--- src/sv/fhlc_pkg.sv ---
`timescale 1ns / 1ps

package fhlc_pkg;

  localparam int CACHE_SLOTS = 8;
  localparam int IDX_W       = (CACHE_SLOTS > 1) ? $clog2(CACHE_SLOTS) : 1;
  localparam int SLOT_W      = 3;
  localparam int FONT_W      = 10;
  localparam int SIZE_W      = 16;
  localparam int HANDLE_W    = 8;
  localparam int STAMP_W     = 32;

  localparam logic MODE_LOOKUP = 1'b0;
  localparam logic MODE_INSERT = 1'b1;

  typedef enum logic [1:0] {
    ST_IDLE,
    ST_SCAN,
    ST_DONE
  } fhlc_state_t;

  // Only the low three bits of a slot index are reported.
  function automatic logic [SLOT_W-1:0] slot_of(input logic [IDX_W-1:0] idx);
    logic [IDX_W+SLOT_W-1:0] wide;
    wide = {{SLOT_W{1'b0}}, idx};
    return wide[SLOT_W-1:0];
  endfunction

endpackage

--- src/sv/font_handle_lru_cache_top.sv ---
`timescale 1ns / 1ps

// Channel  Handshake                     Fields
// in       in_valid / in_stall (out)     mode, font_id, point_size, new_handle
// out      out_valid / out_stall (in)    hit, handle, slot, evicted, evicted_handle
//
// A request is captured in ST_IDLE, then ST_SCAN visits the slots in turn, and
// ST_DONE moves the result to the output register once the output is free.
// The scan reads one slot per cycle through a single age subtractor and compare.
// A lookup stops at the first hit; an insert stops at the first empty slot.
// Reset clears the valid bits, the use clock and the output valid; no sweep is needed.
// A stalled output holds the finished word, and the next request waits behind it.

module font_handle_lru_cache_top
  import fhlc_pkg::*;
(
  input  logic                clk,
  input  logic                rst,
  input  logic                in_valid,
  output logic                in_stall,
  input  logic                mode,
  input  logic [FONT_W-1:0]   font_id,
  input  logic [SIZE_W-1:0]   point_size,
  input  logic [HANDLE_W-1:0] new_handle,
  output logic                out_valid,
  input  logic                out_stall,
  output logic                hit,
  output logic [HANDLE_W-1:0] handle,
  output logic [SLOT_W-1:0]   slot,
  output logic                evicted,
  output logic [HANDLE_W-1:0] evicted_handle
);

  localparam logic [IDX_W-1:0] LAST_IDX = IDX_W'(CACHE_SLOTS - 1);

  fhlc_state_t state, state_next;

  logic [CACHE_SLOTS-1:0] slot_valid;
  logic [FONT_W-1:0]      slot_font     [CACHE_SLOTS];
  logic [SIZE_W-1:0]      slot_size     [CACHE_SLOTS];
  logic [HANDLE_W-1:0]    slot_handle   [CACHE_SLOTS];
  logic [STAMP_W-1:0]     slot_last_use [CACHE_SLOTS];
  logic [STAMP_W-1:0]     use_clock;

  logic                req_mode;
  logic [FONT_W-1:0]   req_font;
  logic [SIZE_W-1:0]   req_size;
  logic [HANDLE_W-1:0] req_handle;

  logic [IDX_W-1:0]    idx;
  logic [STAMP_W-1:0]  oldest;
  logic [IDX_W-1:0]    victim;
  logic [HANDLE_W-1:0] victim_handle;

  logic                res_hit;
  logic [HANDLE_W-1:0] res_handle;
  logic [SLOT_W-1:0]   res_slot;
  logic                res_evicted;
  logic [HANDLE_W-1:0] res_evicted_handle;

  logic                cur_valid;
  logic                cur_match;
  logic [STAMP_W-1:0]  cur_age;
  logic                take_cur;
  logic [IDX_W-1:0]    cand_victim;
  logic [HANDLE_W-1:0] cand_handle;
  logic [STAMP_W-1:0]  cand_age;
  logic                last_slot;
  logic                scan_done;
  logic                out_free;
  logic                accept_in;
  logic                scan_en;
  logic                load_out;

  // Shared scan datapath: one slot per cycle.
  always_comb begin
    cur_valid = slot_valid[idx];
    cur_match = cur_valid && (slot_font[idx] == req_font) && (slot_size[idx] == req_size);
    cur_age   = use_clock - slot_last_use[idx];
    // Slot 0 always seeds the search, which matches a strict compare against zero.
    take_cur  = (idx == '0) || (cur_age > oldest);
    cand_victim = take_cur ? idx : victim;
    cand_handle = take_cur ? slot_handle[idx] : victim_handle;
    cand_age    = take_cur ? cur_age : oldest;
    last_slot   = (idx == LAST_IDX);
    if (req_mode == MODE_INSERT) begin
      scan_done = !cur_valid || last_slot;
    end else begin
      scan_done = cur_match || last_slot;
    end
  end

  assign out_free = !out_valid || !out_stall;

  always_comb begin
    state_next = state;
    unique case (state)
      ST_IDLE: if (in_valid) state_next = ST_SCAN;
      ST_SCAN: if (scan_done) state_next = ST_DONE;
      ST_DONE: if (out_free) state_next = ST_IDLE;
      default: state_next = ST_IDLE;
    endcase
  end

  always_comb begin
    in_stall  = 1'b1;
    accept_in = 1'b0;
    scan_en   = 1'b0;
    load_out  = 1'b0;
    unique case (state)
      ST_IDLE: begin
        in_stall  = 1'b0;
        accept_in = in_valid;
      end
      ST_SCAN: scan_en  = 1'b1;
      ST_DONE: load_out = out_free;
      default: in_stall = 1'b1;
    endcase
  end

  always_ff @(posedge clk) begin
    if (rst) begin
      state <= ST_IDLE;
    end else begin
      state <= state_next;
    end
  end

  // Request capture and scan bookkeeping.
  always_ff @(posedge clk) begin
    if (accept_in) begin
      req_mode   <= mode;
      req_font   <= font_id;
      req_size   <= point_size;
      req_handle <= new_handle;
      idx        <= '0;
      oldest     <= '0;
      victim     <= '0;
    end else if (scan_en && !scan_done) begin
      idx           <= idx + 1'b1;
      oldest        <= cand_age;
      victim        <= cand_victim;
      victim_handle <= cand_handle;
    end
  end

  // Cache contents and result; only the valid bits and the use clock need reset.
  always_ff @(posedge clk) begin
    if (rst) begin
      slot_valid <= '0;
      use_clock  <= '0;
    end else if (scan_en && scan_done) begin
      res_hit            <= 1'b0;
      res_handle         <= '0;
      res_slot           <= '0;
      res_evicted        <= 1'b0;
      res_evicted_handle <= '0;
      if (req_mode == MODE_LOOKUP) begin
        if (cur_match) begin
          res_hit            <= 1'b1;
          res_handle         <= slot_handle[idx];
          res_slot           <= slot_of(idx);
          slot_last_use[idx] <= use_clock;
          use_clock          <= use_clock + 1'b1;
        end
      end else if (!cur_valid) begin
        slot_valid[idx]    <= 1'b1;
        slot_font[idx]     <= req_font;
        slot_size[idx]     <= req_size;
        slot_handle[idx]   <= req_handle;
        slot_last_use[idx] <= use_clock;
        use_clock          <= use_clock + 1'b1;
        res_slot           <= slot_of(idx);
      end else begin
        // Every slot is full: replace the oldest one.
        slot_font[cand_victim]     <= req_font;
        slot_size[cand_victim]     <= req_size;
        slot_handle[cand_victim]   <= req_handle;
        slot_last_use[cand_victim] <= use_clock;
        use_clock                  <= use_clock + 1'b1;
        res_slot                   <= slot_of(cand_victim);
        res_evicted                <= 1'b1;
        res_evicted_handle         <= cand_handle;
      end
    end
  end

  // Output register.
  always_ff @(posedge clk) begin
    if (rst) begin
      out_valid <= 1'b0;
    end else if (load_out) begin
      out_valid <= 1'b1;
    end else if (!out_stall) begin
      out_valid <= 1'b0;
    end
  end

  always_ff @(posedge clk) begin
    if (load_out) begin
      hit            <= res_hit;
      handle         <= res_handle;
      slot           <= res_slot;
      evicted        <= res_evicted;
      evicted_handle <= res_evicted_handle;
    end
  end

endmodule
--- config.mk ---
export PLATFORM = sky130hd
export DESIGN_NAME = font_handle_lru_cache_top
export DESIGN_NICKNAME = d
export VERILOG_FILES = /design/src/sv/fhlc_pkg.sv /design/src/sv/font_handle_lru_cache_top.sv
export SDC_FILE = /design/constraint.sdc
export NUM_CORES = 1
export LEC_CHECK = 0
export ABC_AREA = 1
export BUFFER_PORTS_ARGS = -buffer_cell sky130_fd_sc_hd__buf_4
export CELL_PAD_IN_SITES_DETAIL_PLACEMENT = 1
export CELL_PAD_IN_SITES_GLOBAL_PLACEMENT = 2
export CORE_ASPECT_RATIO = 1.5
export CORE_MARGIN = 3
export CORE_UTILIZATION = 45
export DETAILED_ROUTE_END_ITERATION = 6
export PLACE_DENSITY = 0.84
export SLEW_MARGIN = 25
export SYNTH_ARGS = -nofsm -noshare
export SYNTH_HDL_FRONTEND = slang
export SYNTH_SLANG_ARGS = --single-unit
--- constraint.sdc ---
create_clock -name clk -period 15.3 [get_ports clk]
set_input_delay 4.59 -clock clk [delete_from_list [all_inputs] [get_ports clk]]
set_output_delay 4.59 -clock clk [all_outputs]
set_load 0.05 [all_outputs]
* After elaboration in Yosys (flattened, before gate mapping)
Memory sizes are Yosys's and may differ from the RTL's. A register that Yosys moved wholly into a read port is not among the register bits.
Index checks and enable logic that the tools add are counted.
** Storage, ports and cells
- Register bits after elaboration :: 166
- Latch bits :: 0
- Bits in writable memories :: 528
- ROM bits :: 0
- Bits of input ports :: 39
- Output and inout bits :: 23
- Logic and storage cells :: 133
- Memories :: 4
** Memories
- slot_last_use :: depth 8, bits a word 32, rd ports 1, clocked after Yosys merged registers in 1, write ports 1, line font_handle_lru_cache_top.sv:42 : logic [STAMP_W-1:0] slot_last_use [CACHE_SLOTS];
- slot_size :: depth 8, bits a word 16, rd ports 1, clocked after Yosys merged registers in 1, write ports 1, line font_handle_lru_cache_top.sv:40 : logic [SIZE_W-1:0] slot_size [CACHE_SLOTS];
- slot_font :: depth 8, bits a word 10, rd ports 1, clocked after Yosys merged registers in 1, write ports 1, line font_handle_lru_cache_top.sv:39 : logic [FONT_W-1:0] slot_font [CACHE_SLOTS];
- slot_handle :: depth 8, bits a word 8, rd ports 1, clocked after Yosys merged registers in 1, write ports 1, line font_handle_lru_cache_top.sv:41 : logic [HANDLE_W-1:0] slot_handle [CACHE_SLOTS];
** Cells by class
- $add $sub $neg :: 3
- Multipliers :: 0
- Divide/modulo/power cells :: 0
- Order comparisons :: 3
- Equality and inequality tests :: 9
- Shifts and indexed selects :: 0
- Multiplexer cells :: 58
- Bitwise operators :: 6
- Reduce and logical (&&, ||, !) cells :: 28
** Operators with widths (number)
- 2-to-1 mux 32 bit :: 4
- 2-to-1 mux 3 bit :: 16
- adder 32 x 1 -> 32 bit (second input constant) :: 1
- greater-than comparator 32 bit :: 1
- OR reduction 32 bit :: 1
- subtractor 32 bit :: 1
- 2-to-1 mux 1 bit :: 28
- equality test 16 bit :: 1
- 2-to-1 mux 16 bit :: 1
- 2-to-1 mux 8 bit :: 2
- OR reduction 16 bit :: 1
- equality test 10 bit :: 1
- 2-to-1 mux 10 bit :: 1
- AND reduction 2 bit :: 5
- OR reduction 10 bit :: 1
- bitwise OR 8 bit :: 1
- OR reduction 8 bit :: 1
- 2-to-1 mux 2 bit :: 3
- != test 2 bit (second input constant) :: 3
- one-hot mux 2 bit (3 select lines) :: 1
- AND reduction 3 bit :: 2
- logical AND 1 bit :: 5
- logical NOT 1 bit :: 4
- logical OR 1 bit :: 4
- other kinds (15) :: 18

* Depth between registers and ports, before layout
Gate-level depths: netlist (run 1).
- Depth in word-level cells :: 12
- Gate-level depth with buffers :: 37
- Gate-level depth less buffers :: 32

* Least setup slack after synthesis (run 1)
OpenSTA, ideal clock, no wires.
- Kind :: in2reg
- From :: input rst
- To :: memory slot_font[3][0], enable pin
- Setup time :: 0.425 ns
- Arrival time :: 7.048 ns
- Data required time :: 14.875 ns
- Slack :: 7.827 ns
- Cell stages on the path :: 5
- Buffers on the path :: 1
- Path through :: clkbuf_1 > nor2_1 > o21ai_0 > nand3_1 > nor2_1
** On the way
- Longest elaborated chain between the ends :: 4
- Elaborated cells on any way between the ends :: 7
- Those cells by class :: mux: 6; reduce/logical: 1
** Ends and longest elaborated chain
- start, declared :: line font_handle_lru_cache_top.sv:18 : input logic rst,
- 2-to-1 mux 1 bit :: line font_handle_lru_cache_top.sv:149 : if (rst) begin
- 2-to-1 mux 1 bit (implied by the code) :: line font_handle_lru_cache_top.sv:176 : slot_font[cand_victim] <= req_font;
- OR reduction 10 bit (no source line)
- 2-to-1 mux 3 bit (no source line) or 2-to-1 mux 1 bit (tied branches)
- end, declared :: line font_handle_lru_cache_top.sv:39
Parallel ways exist; a longest one is shown, timed or not.

==> reports/qor.yml, run 1 <==
status: "completed"
fin_skew_ps: 17.99
syn_area_per_cell_um2: 10.32
yosys.cell_types.count: 43
grt_max_degree: 83
layoutNonFillerInstCount: 4000
min_path_type: "flip-flop to flip-flop"
tightestPinTransition_ps: 976.4
grt_overflow: 0
drt_iter0_drc: 1402
antenna_cells: 0
rsz0062_at_grt: "no"
yosysTopAreaCellShare_pct: 59.11
wl_per_cell_um: 21.61
crit_top_cell: "nand2_1"
fin_crit_sh_pct: 54.33
antenna_found_initial: 0
rows: 117
fin_util_pct: 51.03
die_x_um: 220.8
p_sw_mw: 1.063
cts_sinks: 697
dieHeight_um: 328.2
async_flop_share_pct: 0
synth_seq_area_share_pct: 64.51
hold_depth: 0
via_per_inst: 5.494
hold_buffers: 0
syn_inst: 3018
grt_pass1_vias: 23940
fillers: 7426
synth_commonest_cells: "613 x edfxtp_1, 611 x nand2_1, 377 x nor2_1"
drc: 0
crit_path_start_kind: "flip-flop"
maxCapViolations: 0
dp_hpwl_um: 55100
cp-end-kind: "flip-flop"
place_area_mm2: 0.03245
clk_pin_slew_ps: 60
finalWirelength_um: 86450
dp_cells: 3872
drtPass1Iterations: 5
dr_total_vias: 21980
ir_worst_vdd_v: 0.00008620
yosysWarningCount: 0
setup_viol: 0
period_needed_ps: 8313
p_total_mw: 4.309
fmax_ghz: 0.1203
synth.most_common_cell: "edfxtp_1"
drtAntennaViolNets: 0
io_buffers: 61
cts_tree: "done"
grtUsageTotal_pct: 23.89
critPathMaxFanout: 70
ys_ff_latch: 697
multiInputGateArea_mm2: 0.009298
fin_setup_tns_ps: 0
drv_slew: 0
cts_buffers: 70
ys.flop_type: "edfxtp_1"
clkLatencyLatePin_ps: 620
seq_power_share_pct: 49.3
synthTopCellsByArea: "edfxtp_1 59%, nand2_1 7.4%, dfxtp_1 5.4%"
dieArea_mm2: 0.07246
p_per_area_mw_per_mm2: 123.8
relSlewSlack_pct: 34.91
ff2ff_path_depth: 31
root_buffer: "clkbuf_16"
grt_pass1_wl_um: 132500
start_util_pct: 45.65
gp_congestion: 0.8550
nets: 3159
slowest_stage: "inv_4"
cts_resized: 0
htree_levels: 3
crit_arrival_ps: 8560
swShare_pct: 24.68
path_class: "flip-flop to flip-flop"
internal-power_mw: 3.245
synth_top_area_cell: "edfxtp_1"
slowest_delay_ps: 750
p_comb_share_pct: 9.7
synth_nets: 3125
ios: 62
drive_above_1_share_pct: 7.658
synth_edf_count: 613
cts_setup_buffers: 0
p_clk_share_pct: 41.0
leakage_nw: 13.39
required_ps: 15550
layout.area.seq_mm2: 0.02010
syn_area_mm2: 0.03114
core_mm2: 0.06822
hold_violations: 0
clk_path_buf_depth: 3
stdcell_area_mm2: 0.03481
synthToLayoutAreaGrowth_pct: 11.78
-- power groups by stage --
stage / combinational [mW] / sequential, mW / clock, mW
after detailed placement: 0.419 / 2.17 / 0
final: 0.417 / 2.12 / 1.77
after global routing: 0.473 / 2.13 / 1.88
after floorplan: 0.298 / 2.15 / 0
after global placement: 0.401 / 2.16 / 0
after CTS: 0.423 / 2.12 / 1.80
-- through the flow --
stage | setup slack (ps) | hold slack, ps
after floorplan | 7827 | 400.3
after global placement | 7075 | 402.4
after detailed placement | 6881 | 406.3
after CTS | 6819 | 424.6
after global routing | 5908 | 427.3
final | 6987 | 422.3
-- kinds of logic after synthesis --
logic type                 after synthesis  share of synthesized area, %
and+or+nand+nor                       1279                         16.92
DFF                                    697                         64.51
buffers and inverters                  460                         6.031
AOI/OAI and AO/OA                      453                         8.064
adders and majority gates               68                         2.756
xor gates and xnor gates                61                         1.716
-- sequential cells by signal, summed over array words and instances, names as in the netlist, 2 cells and up, named ones only --
name / cells
victim: 3
slot_last_use: 256
use_clock: 32
res_slot: 3
req_size: 16
evicted_handle: 8
idx: 3
slot_font: 80
victim_handle: 8
slot_size: 128
slot_valid: 8
slot_handle: 64
state: 2
slot: 3
res_handle: 8
res_evicted_handle: 8
handle: 8
req_font: 10
req_handle: 8
oldest: 32
-- placed cells by master (no fill, tap or decap), types with 14 or more instances in the layout --
cell type / count
a21oi_1: 101
nor2_1: 362
dfxtp_1: 81
edfxtp_1: 613
clkinv_2: 14
nor2_4: 15
o21ai_0: 246
o221ai_1: 38
o22ai_1: 43
nor3_1: 27
nand2_1: 611
ha_1: 67
inv_1: 321
clkbuf_16: 72
buf_4: 94
xor2_1: 49
nand3_1: 220
-- worst paths after layout --
kind	start	endpoint	slack (ps)
hold / removal	res_handle[0]	handle[0]	420
setup / recovery	flip-flop	slot_last_use[2][29]	6990
hold reg to reg	res_handle[0]	handle[0]	420
setup reg to reg	flip-flop	slot_last_use[2][29]	6990
-- critical path: cells and delay by family (launching register included) --
| family | cells | cell delay [ps] |
|---|---|---|
| compound gates | 7 | 1760 |
| xor+xnor | 1 | 90 |
| fa+ha+maj | 2 | 670 |
| buf+inv | 4 | 2200 |
| flops | 1 | 550 |
| simple gates | 17 | 2530 |
-- cell type report --
class                      instances  share of cell area (%)
multi-input combinational       1861                   26.71
clock inverter                    41                   1.240
clock buffer                      87                   5.510
sequential                       697                   57.75
inverter                         328                   3.559
timing repair buffer              94                   2.027
tap                              892                   3.206
-- per-layer routing --
metal,track usage (%),up-vias,wire [um]
met5,0,-,0
met2,45.43,421,47090
met3,3.239,196,2898
met1,25.99,11010,32740
li1,-,10350,-
met4,10.63,0,3719
(Power assumes the default switching activity.)
==> inputs of run 2 (changes only) <==
--- a/config.mk
+++ b/config.mk
@@ -11,9 +11,9 @@
 export CELL_PAD_IN_SITES_GLOBAL_PLACEMENT = 2
 export CORE_ASPECT_RATIO = 1.5
 export CORE_MARGIN = 3
-export CORE_UTILIZATION = 45
+export CORE_UTILIZATION = 42
 export DETAILED_ROUTE_END_ITERATION = 6
-export PLACE_DENSITY = 0.84
+export PLACE_DENSITY = 0.79
 export SLEW_MARGIN = 25
 export SYNTH_ARGS = -nofsm -noshare
 export SYNTH_HDL_FRONTEND = slang
==> constraint.sdc (replaced) <==
create_clock -name clk -period 7.99 [get_ports clk]
set_input_delay 2.397 -clock clk [delete_from_list [all_inputs] [get_ports clk]]
set_output_delay 2.397 -clock clk [all_outputs]
set_load 0.05 [all_outputs]
==> run 2 against run 1 <==
Compared with the run above:
- non-clock buffer count up 28
- utilization down 2.8 points
- first-iteration DRC count down 7.3%
- critical path type unchanged
- critical endpoint is now slot_font[3][7]
- largest power group unchanged
==> reports/qor.yml, run 2 (synthesis gave the netlist of run 1 again) <==
status: "completed"  # unchanged
cp_num_buf_inv: 4  # unchanged
tightestPinTransition_ps: 936.4  # was 976.4 ps
clk_path_buf_depth: 3  # unchanged
crit_top_cell: "nand2_1"  # unchanged
nets: 3188  # was 3159
grt_pass1_vias: 23930  # was 23940
period_needed_ps: 7245  # was 8313 ps
grtUsageTotal_pct: 22.90  # was 23.89%
grt_max_degree: 109  # was 83
relSlewSlack_pct: 37.57  # was 34.91%
final_common_cell: "edfxtp_1"  # unchanged
setup_viol: 0  # unchanged
largest_reg_flops: 256  # unchanged
fillers: 8039  # was 7426
crit_path_start_kind: "flip-flop"  # unchanged
path_class: "flip-flop to flip-flop"  # unchanged
slowest_delay_ps: 560  # was 750 ps
via_per_inst: 5.369  # was 5.494
cts_buffers: 71  # was 70
die_x_um: 228.3  # was 220.8 um
clkLatencyLatePin_ps: 630  # was 620 ps
p_total_mw: 8.214  # was 4.309 mW
gp_congestion: 0.8938  # was 0.8550
antenna_found_initial: 0  # unchanged
dieArea_mm2: 0.07751  # was 0.07246 mm^2
clk_pin_slew_ps: 60  # about the same
min_path_type: "flip-flop to flip-flop"  # unchanged
hold_buffers: 0  # unchanged
start_util_pct: 42.67  # was 45.65%
antenna_cells: 0  # unchanged
wl_per_cell_um: 21.66  # was 21.61 um
cts_sinks: 697  # unchanged
p_per_area_mw_per_mm2: 233.6  # was 123.8 mW/mm^2
reg.largest.list: "slot_last_use x256, slot_size x128, slot_font x80"  # unchanged
root_buffer: "clkbuf_16"  # unchanged
finalWirelength_um: 89300  # was 86450 um
cts_tree: "done"  # unchanged
drtPass1Iterations: 7  # was 5
hold_violations: 0  # unchanged
dieHeight_um: 339.5  # was 328.2 um
dp_hpwl_um: 58660  # was 55100 um
ios: 62  # unchanged
maxCapViolations: 0  # unchanged
drt_iter0_drc: 1299  # was 1402
ir_worst_vdd_v: 0.0001325  # was 0.00008620 V
fin_skew_ps: 25.65  # was 17.99 ps
fin_setup_tns_ps: 0  # unchanged
leakage_nw: 13.53  # was 13.39 nW
rsz0062_at_grt: "no"  # unchanged
critPathMaxFanout: 49  # was 70
htree_levels: 3  # unchanged
crit_arrival_ps: 7490  # was 8560 ps
regMostFlops: "slot_last_use"  # unchanged
grt_pass1_wl_um: 137500  # was 132500 um
required_ps: 8240  # was 15550 ps
io_buffers: 61  # unchanged
cp-end-kind: "flip-flop"  # unchanged
critPathTopFamily: "simple AND/OR/NAND/NOR gates"  # unchanged
rows: 121  # was 117
drive_above_1_share_pct: 8.286  # was 7.658%
core_mm2: 0.07297  # was 0.06822 mm^2
drv_slew: 0  # unchanged
grt_overflow: 0  # unchanged
dr_total_vias: 22130  # was 21980
synthToLayoutAreaGrowth_pct: 12.92  # was 11.78%
slowest_stage: "dfxtp_4"  # was inv_4
fmax_ghz: 0.1380  # was 0.1203 GHz
drc: 0  # unchanged
final_cell_mix: "613 x edfxtp_1, 611 x nand2_1, 362 x nor2_1"  # unchanged
fin_crit_sh_pct: 90.67  # was 54.33%
drtAntennaViolNets: 0  # unchanged
## run 2: cell types whose count changed in the layout (fill, tap and decap cells not counted), sizes merged
| cell | before | now |
|---|---|---|
| buf | 94 | 122 |
| clkbuf | 87 | 100 |
| clkinv | 31 | 23 |
| bufinv | 8 | 5 |
| clkinvlp | 2 | 1 |
| inv | 328 | 329 |
## run 2: worst paths after layout
path	startpoint	end	slack, ps	cells past startpoint
setup / recovery	flip-flop	slot_font[3][7]	750	31
hold / removal	res_handle[6]	handle[6]	410	0
setup reg to reg	flip-flop	slot_font[3][7]	750	31
hold reg to reg	res_handle[6]	handle[6]	410	0
## run 2: per-layer routing
metal	GRT usage [%]	vias up	share of wire [%]
met1	24.93	11160	38
met4	9.689	0	4.0
met2	44.38	380	55
met5	0	-	0
li1	-	10410	-
met3	2.720	181	2.8
## run 2: repair_timing
item	in CTS	in global routing
setup buffers	0	10
gates resized for setup	0	4
setup endpoints to repair	0	492
## run 2: power breakdown
group	internal (mW)	switching [mW]
Combinational	0.244	0.579
Sequential	4.00	0.0587
Clock	1.92	1.41
Total	6.17	2.05
## run 2: area by class of cell
cell class	instances	area, um^2	share of cell area [%]
Clock inverter	30	327.8	0.9323
Inverter	328	1244	3.537
Timing Repair Buffer	122	964.7	2.743
Tap cell	984	1231	3.501
Sequential cell	697	20100	57.16
Multi-Input combinational cell	1861	9298	26.44
Clock buffer	100	1997	5.679
## run 2: worst reg2reg max path, delay by kind of cell, from the launching register on
kind | cells | cell delay, ps
buffers and inverters | 4 | 1250
AO/OA/AOI/OAI | 8 | 1780
adder cells (fa/ha/maj) | 3 | 940
flip-flops | 1 | 560
AND/OR/NAND/NOR | 15 | 2250
XOR/XNOR | 1 | 80
## run 2: stage by stage
step           worst slack [ps]  cells  instance area [um^2]  util (%)  hold slack, ps
2_1_floorplan             847.9   3018                 31140         -           400.3
3_3_place_gp              641.8   3982                 32730     44.85           402.5
3_5_place_dp              367.9   3982                 32740     44.86           405.2
4_1_cts                   330.8   4112                 35060     48.05           415.5
5_1_grt                   87.06   4122                 35160     48.19           414.1
6_report                  745.5   4122                 35160     48.19           414.8
==> inputs of run 3 (changes only) <==
--- a/config.mk
+++ b/config.mk
@@ -6,14 +6,14 @@
 export NUM_CORES = 1
 export LEC_CHECK = 0
 export ABC_AREA = 1
-export BUFFER_PORTS_ARGS = -buffer_cell sky130_fd_sc_hd__buf_4
 export CELL_PAD_IN_SITES_DETAIL_PLACEMENT = 1
 export CELL_PAD_IN_SITES_GLOBAL_PLACEMENT = 2
 export CORE_ASPECT_RATIO = 1.5
 export CORE_MARGIN = 3
 export CORE_UTILIZATION = 42
 export DETAILED_ROUTE_END_ITERATION = 6
-export PLACE_DENSITY = 0.79
+export DONT_BUFFER_PORTS = 1
+export PLACE_DENSITY = 0.78
 export SLEW_MARGIN = 25
 export SYNTH_ARGS = -nofsm -noshare
 export SYNTH_HDL_FRONTEND = slang
==> run 3 against run 2 <==
Compared with the run above:
- critical path depth decreased by 1
- via count fell by 1.9%
- setup slack gained 55 ps
- design area fell by 1.4%
- critical endpoint is now slot_last_use[7][4]
==> reports/qor.yml, run 3 (synthesis gave the netlist of run 1 again) <==
drtAntennaViolNets: 0  # unchanged
hold_violations: 0  # unchanged
status: "completed"  # unchanged
min_path_type: "flip-flop to flip-flop"  # unchanged
top_layer_used: "met4"  # unchanged
start_util_pct: 42.67  # unchanged
hold_depth: 0  # unchanged
grt_overflow: 0  # unchanged
final_cell_mix: "613 x edfxtp_1, 611 x nand2_1, 362 x nor2_1"  # unchanged
required_ps: 8330  # was 8240 ps
min_to: "handle[2]"  # was handle[6]
path_class: "flip-flop to flip-flop"  # unchanged
largest_reg_flops: 256  # unchanged
rrSetupSlack_ps: 800  # was 750 ps
cts_buffers: 71  # unchanged
cts_tree: "done"  # unchanged
grt_pass1_wl_um: 137300  # was 137500 um
die_x_um: 228.3  # unchanged
ios: 62  # unchanged
p_per_area_mw_per_mm2: 238.0  # was 233.6 mW/mm^2
post-place-ws_ps: 673.2  # was 367.9 ps
finalWirelength_um: 89300  # about the same
final.setup.worst_slack_ps: 800.9  # was 745.5 ps
synthToLayoutAreaGrowth_pct: 11.33  # was 12.92%
rows: 121  # unchanged
r2r-end: "slot_last_use[7][4]"  # was slot_font[3][7]
final_common_cell: "edfxtp_1"  # unchanged
grtUsageTotal_pct: 22.83  # was 22.90%
fin_setup_tns_ps: 0  # unchanged
dp_hpwl_um: 58170  # was 58660 um
drive_above_1_share_pct: 6.419  # was 8.286%
dr_total_vias: 21710  # was 22130
ff2ff_path_depth: 30  # was 31
dieArea_mm2: 0.07751  # unchanged
maxCapViolations: 0  # unchanged
drv_slew: 0  # unchanged
fin_crit_sh_pct: 89.98  # was 90.67%
clkLatencyLatePin_ps: 640  # was 630 ps
tightestPinTransition_ps: 962.5  # was 936.4 ps
clk_pin_slew_ps: 70  # was 60 ps
setup_viol: 0  # unchanged
cts_sinks: 697  # unchanged
antenna_found_initial: 1  # was 0
period_needed_ps: 7189  # was 7245 ps
gp_congestion: 0.8214  # was 0.8938
grt_pass1_vias: 23590  # was 23930
leakage_nw: 13.19  # was 13.53 nW
worstHoldStart: "res_handle[2]"  # was res_handle[6]
reg.largest.list: "slot_last_use x256, slot_size x128, slot_font x80"  # unchanged
hold_buffers: 0  # unchanged
rsz0062_at_grt: "no"  # unchanged
finalHoldWorstSlack_ps: 419.0  # was 414.8 ps
fmax_ghz: 0.1391  # was 0.1380 GHz
crit_top_cell: "nand2_1"  # unchanged
drt_iter0_drc: 1111  # was 1299
dieHeight_um: 339.5  # unchanged
grt_max_degree: 78  # was 109
route.met3.wl_um: 2229  # was 2526 um
core_mm2: 0.07297  # unchanged
cp-end-kind: "flip-flop"  # unchanged
io_buffers: 0  # was 61
critPathMaxFanout: 59  # was 49
htree_levels: 3  # unchanged
stdcell_area_mm2: 0.03467  # was 0.03516 mm^2
relSlewSlack_pct: 35.83  # was 37.57%
clk_path_buf_depth: 3  # unchanged
drc: 0  # unchanged
wl_per_cell_um: 22.03  # was 21.66 um
slowest_stage: "nor2_4"  # was dfxtp_4
place_area_mm2: 0.03226  # was 0.03274 mm^2
root_buffer: "clkbuf_16"  # unchanged
slowest_delay_ps: 600  # was 560 ps
crit_path_start_kind: "flip-flop"  # unchanged
ir_worst_vdd_v: 0.0001976  # was 0.0001325 V
nets: 3118  # was 3188
drtPass1Iterations: 5  # was 7
regMostFlops: "slot_last_use"  # unchanged
m1WireLength_um: 34120  # was 34230 um
via_per_inst: 5.354  # was 5.369
met2WireLength_um: 49980  # was 48970 um
fin_skew_ps: 25.55  # was 25.65 ps
crit_arrival_ps: 7530  # was 7490 ps
[run 3: power breakdown]
| group | total, mW | switching (mW) | internal (mW) | leakage (nW) |
|---|---|---|---|---|
| clock | 3.39 | 1.46 | 1.93 | 1.15 |
| combinational | 0.794 | 0.564 | 0.230 | 5.77 |
| sequential | 4.07 | 0.0637 | 4.00 | 6.28 |
[run 3: per-stage QoR]
step                instances  power (mW)  util, %
finish                   4054       8.251    47.51
global route             4054       8.594    47.51
CTS                      4051       8.351    47.45
detailed placement       3920       4.951    44.21
global placement         3920       4.919    44.21
floorplan                3018       4.685        -
[run 3: worst max-delay path, delay by kind of cell, from the launching register on]
family,cells,cell delay (ps)
flip-flops,1,520
buffers and inverters,4,990
adder cells (fa/ha/maj),2,660
XOR/XNOR,1,90
AO/OA/AOI/OAI,7,1830
AND/OR/NAND/NOR,16,2710
[run 3: layout make-up]
cell class	instances	area [um^2]
flip-flops and latches	697	20100
multi-input cells	1861	9298
repair buffers	52	431.7
clock inverters	44	437.9
well taps	984	1231
clock buffers	87	1929
fillers	7977	38300
diodes	1	2.502
inverters	328	1239
[run 3: worst max-delay path by stage]
stage | startpoint | end | slack (ps) | depth (start not counted)
2_1_floorplan | flip-flop | slot_font[2][0] | 850 | 35
3_3_place_gp | flip-flop | slot_last_use[2][17] | 820 | 30
3_5_place_dp | flip-flop | slot_last_use[2][17] | 670 | 30
4_1_cts | flip-flop | slot_last_use[2][10] | 620 | 31
5_1_grt | flip-flop | slot_last_use[7][11] | 30 | 30
6_report | flip-flop | slot_last_use[7][4] | 800 | 30
[run 3: what timing repair did]
| item | CTS | global route |
|---|---|---|
| gates resized for setup | 0 | 1 |
| setup buffers | 0 | 2 |
| endpoints found under the setup margin | 0 | 31 |
[run 3: layer usage]
metal | global-route usage [%] | vias to the layer above
li1 | - | 10250
met1 | 24.70 | 10990
met2 | 45.27 | 314
met3 | 2.586 | 153
met4 | 8.070 | 0
met5 | 0 | -
